--- src/hw/rtl/mi3_pkg.sv ---
`timescale 1ns / 1ps
// ----------------------------------------------------------------------------
// mi3_pkg
// Shared constants for the 3x3 matrix inverse unit.
// ----------------------------------------------------------------------------
package mi3_pkg;

	localparam int FIELD_W        = 32;
	localparam int DATA_WIDTH_DEF = 32;
	localparam int FRAC_BITS_DEF  = 16;
	localparam int NUM_ELEM       = 9;
	localparam int FRONT_LAT      = 6;

endpackage

--- src/hw/rtl/mi3_merge.sv ---
`timescale 1ns / 1ps
// ----------------------------------------------------------------------------
// mi3_merge
// Gathers the lane quotients, applies transpose and the singular override.
// ----------------------------------------------------------------------------
module mi3_merge #(
	parameter int EW = 32,
	parameter int FRAC_BITS = 16
) (
	input  logic clk,
	input  logic arst_n,
	input  logic valid,
	input  logic transpose,
	input  logic [mi3_pkg::NUM_ELEM-1:0][EW-1:0] quot,
	input  logic singular_in,
	input  logic [EW-1:0] det_in,
	output logic [mi3_pkg::NUM_ELEM-1:0][mi3_pkg::FIELD_W-1:0] res,
	output logic [mi3_pkg::FIELD_W-1:0] det_out,
	output logic singular_out,
	output logic done
);

	localparam int FW = mi3_pkg::FIELD_W;
	localparam int TP [0:8] = '{0, 3, 6, 1, 4, 7, 2, 5, 8};
	localparam logic [EW-1:0] ONE = (FRAC_BITS < EW - 1) ?
		EW'(1) << FRAC_BITS : {1'b0, {(EW-1){1'b1}}};

	genvar gi;
	generate
		for (gi = 0; gi < mi3_pkg::NUM_ELEM; gi++) begin : g_out
			always_ff @(posedge clk) begin
				if (singular_in) begin
					res[gi] <= (gi % 4 == 0) ? FW'($signed(ONE)) : '0;
				end else if (transpose) begin
					res[gi] <= FW'($signed(quot[TP[gi]]));
				end else begin
					res[gi] <= FW'($signed(quot[gi]));
				end
			end
		end
	endgenerate

	always_ff @(posedge clk) begin
		det_out      <= singular_in ? '0 : FW'($signed(det_in));
		singular_out <= singular_in;
	end

	always_ff @(posedge clk or negedge arst_n) begin
		if (!arst_n) begin
			done <= 1'b0;
		end else begin
			done <= valid;
		end
	end

endmodule

--- config.mk ---
export PLATFORM = sky130hd
export DESIGN_NAME = mi3_merge
export DESIGN_NICKNAME = d
export VERILOG_FILES = /design/src/hw/rtl/mi3_pkg.sv /design/src/hw/rtl/mi3_merge.sv
export SDC_FILE = /design/constraint.sdc
export NUM_CORES = 1
export LEC_CHECK = 0
export BUFFER_PORTS_ARGS = -buffer_cell sky130_fd_sc_hd__buf_2
export CAP_MARGIN = 40
export CELL_PAD_IN_SITES_DETAIL_PLACEMENT = 0
export CELL_PAD_IN_SITES_GLOBAL_PLACEMENT = 1
export CORE_AREA = 4 4 253 255
export CTS_BUF_LIST = sky130_fd_sc_hd__clkbuf_16
export CTS_CLUSTER_DIAMETER = 40
export DETAILED_ROUTE_END_ITERATION = 7
export DIE_AREA = 0 0 257 259
export PLACE_DENSITY_LB_ADDON = 0.05
export REMOVE_ABC_BUFFERS = 1
export SYNTH_ARGS = -nofsm -noshare
export SYNTH_HDL_FRONTEND = slang
export SYNTH_SLANG_ARGS = --single-unit
--- constraint.sdc ---
create_clock -name clk -period 0.8 [get_ports clk]
set_input_delay 0.04 -clock clk [delete_from_list [all_inputs] [get_ports clk]]
set_output_delay 0.04 -clock clk [all_outputs]
set_load 0.02 [all_outputs]
==> results.md <==
- Worst path buffer plus inverter count: 1
- Post-DRT Antenna Nets: 0
- Met1 usage: 14.0%
- Worst Path Max Fanout: 1
- Non-Filler Instances: 2837
- Nets: 2254
- Mapped Area: 10500 um^2
- CTS clock-pin slew for the worst setup and hold paths: 0.05 ns
- Kind of cell adding the most delay to the critical path: flip-flops
- Iter 0 DRT Violations: 197
- Buffer depth of the longest clock path: 3
- Clk sink count: 322
- Total GRT Usage: 14.2%
- Worst slew margin: 82.7%
- H-tree Lvls: 3
- Initial antenna violation count: 8
- DP Area: 14700 um^2
- Worst Path Required: 0.76 ns
- CP Data Arrival Time: 1.10 ns
- Ordered list of cells on the worst path: buf_6
- Failing checks: setup timing
- Synth Flop Type: dfxtp_1
- Setup-failing EPs final: 322
- Core Footprint: 61600 um^2
- Via density: 3.62
- CTS tree: built
- Unrepaired setup endpoints after global routing: yes
- Yosys warns: 0
- Lkg Pwr: 10.8 nW
- Synthesized flop and latch total: 322
- Max stage delay on crit path: 0.37 ns
- Area of the die: 66600 um^2
- Startpoint Class: flip-flop
- Synth async-reset ratio: 0.311%
- Status: complete, but fails checks
- Max Freq: 874 MHz
- Fillers: 6234
- Yosys top cell area share: 61.4%
- Critical-path top delay cell: dfrtp_1
- Area contributors post-synth: dfxtp_1, mux2i_1, nor2b_1
- CTS root buf: clkbuf_16
- GPL Wtd Cong: 0.760
- Area added between synthesis and finish: 120%
- Max-slew violation count: 0
- Met3 usage: 7.10%
- Vias post-DR: 10300
- Height of the die: 259 um
- Pwr Density: 2470 nW/um^2
- Cells after DPL: 2356
- Post-synth top area cell: dfxtp_1
- Min-delay worst type: in2reg
- Dpl hpwl: 37600 um
- Non-Filler Cell Area, Final: 23100 um^2
- Crit Path Class: reg2out
- Grt peak-use layer: met2
- Rows: 91
- Post-Route WL: 49300 um
- Number of flops mapped to enable cells by yosys: 0
- Final Hold Fails: 0
- Worst Max-Slew Pin Slew: 0.260 ns
- Final core utilization: 37.4%
- I/O pins: 647
- Seq/Total Area, Yosys: 61.6%
- Area of the multi-input gates: 3450 um^2
- Vias in the first global route: 11200
- First-pass GRT wire length: 71500 um
- DRC Markers: 0
- TritonCTS buffer count: 82
- Grt total ovfl: 0
- Final period utilization: 143%
- Die Wd: 257 um
- Port Buffers: 646
- Tmin final: 1.14 ns
- Most common cell in the synthesized netlist: dfxtp_1
- Critical Path Sink Type: primary output
- Max-Cap Viols: 0
- Largest net degree at the start of global routing: 34
- Avg WL per Cell: 17.4 um
- Unique masters post-synth: 10
- Fraction of layout cells with a size suffix above 1: 57.0%
- Met2 Track Usage GR: 26.1%
- Top cells by count, synth: dfxtp_1, mux2i_1, nor2_1
- Initial DRT Pass Iterations: 4
- Cells after Synth: 891
- Final setup margin: -0.344 ns
- Post-Synthesis Mean Instance Area: 11.8 um^2
- Peak supply drop: 1.42 mV
- Starting Density: 17.0%
- Register area: 6860 um^2
## sequential cells by signal, summed over array words and instances, names as in the netlist
name          count
singular_out      1
det_out          32
res             288
done              1
## worst paths after layout
kind,endpoint,depth (start not counted),startpoint
min,res[186],4,transpose
max in group asynchronous,done,3,arst_n
max,done,1,done
min in group asynchronous,done,3,arst_n
## placed cells by master, fill, tap and decap left out, drive strengths merged
cell type / count
diode: 6
dlygate4sd3: 324
clkbuf: 83
dfrtp: 1
inv: 14
dfxtp: 321
or2: 3
bufinv: 7
nor2b: 125
mux2i: 192
clkinv: 38
clkinvlp: 8
nor2: 192
buf: 686
## timing repair
action,CTS,global route
pin swaps,0,0
gates resized for setup,965,5
endpoints found under the hold margin,323,0
buffers inserted,0,1
setup endpoints to repair,322,342
hold buffers,324,0
cloned,0,1
## stage by stage
stage / setup WS (ns) / setup TNS (ns) / power, mW / hold slack, ns
6_report: -0.344 / -83.21 / 57.0 / 0.0522
5_1_grt: -0.403 / -102.62 / 59.5 / 0.0305
4_1_cts: -0.385 / -102.06 / 58.2 / 0.00677
3_5_place_dp: -0.219 / -26.22 / 23.2 / -0.183
3_3_place_gp: -0.210 / -26.73 / 23.2 / -0.184
2_1_floorplan: 0.344 / 0 / 20.0 / -0.256
## cell families after synthesis
logic type / count (synthesis) / synth area share (%)
and+or+nand+nor: 320 / 14.5
muxes: 192 / 18.4
DFF: 322 / 61.6
buffers and inverters: 57 / 5.52
## power breakdown
part / switching [mW] / internal, mW / total (mW)
registers: 0.459 / 17.3 / 17.8
clock network: 10.4 / 20.8 / 31.2
logic: 3.58 / 4.38 / 7.97
total: 14.4 / 42.5 / 57.0
## per-layer routing
layer,up-vias,part of all wire [%],wire length (um)
li1,4996,-,-
met1,4762,35,17200
met2,406,52,25600
met3,100,10,4910
met4,8,2.9,1440
met5,-,0.11,53
## cell type report
cell class                 instances  area share, %
antenna                            6         0.0651
clock buffer                      82           8.90
clock inverter                    67           2.54
multi-input combinational        512           14.9
sequential                       322           29.7
tap                              837           4.54
timing repair buffer            1011           39.3
Note: power is estimated with default switching activity, not from simulation.
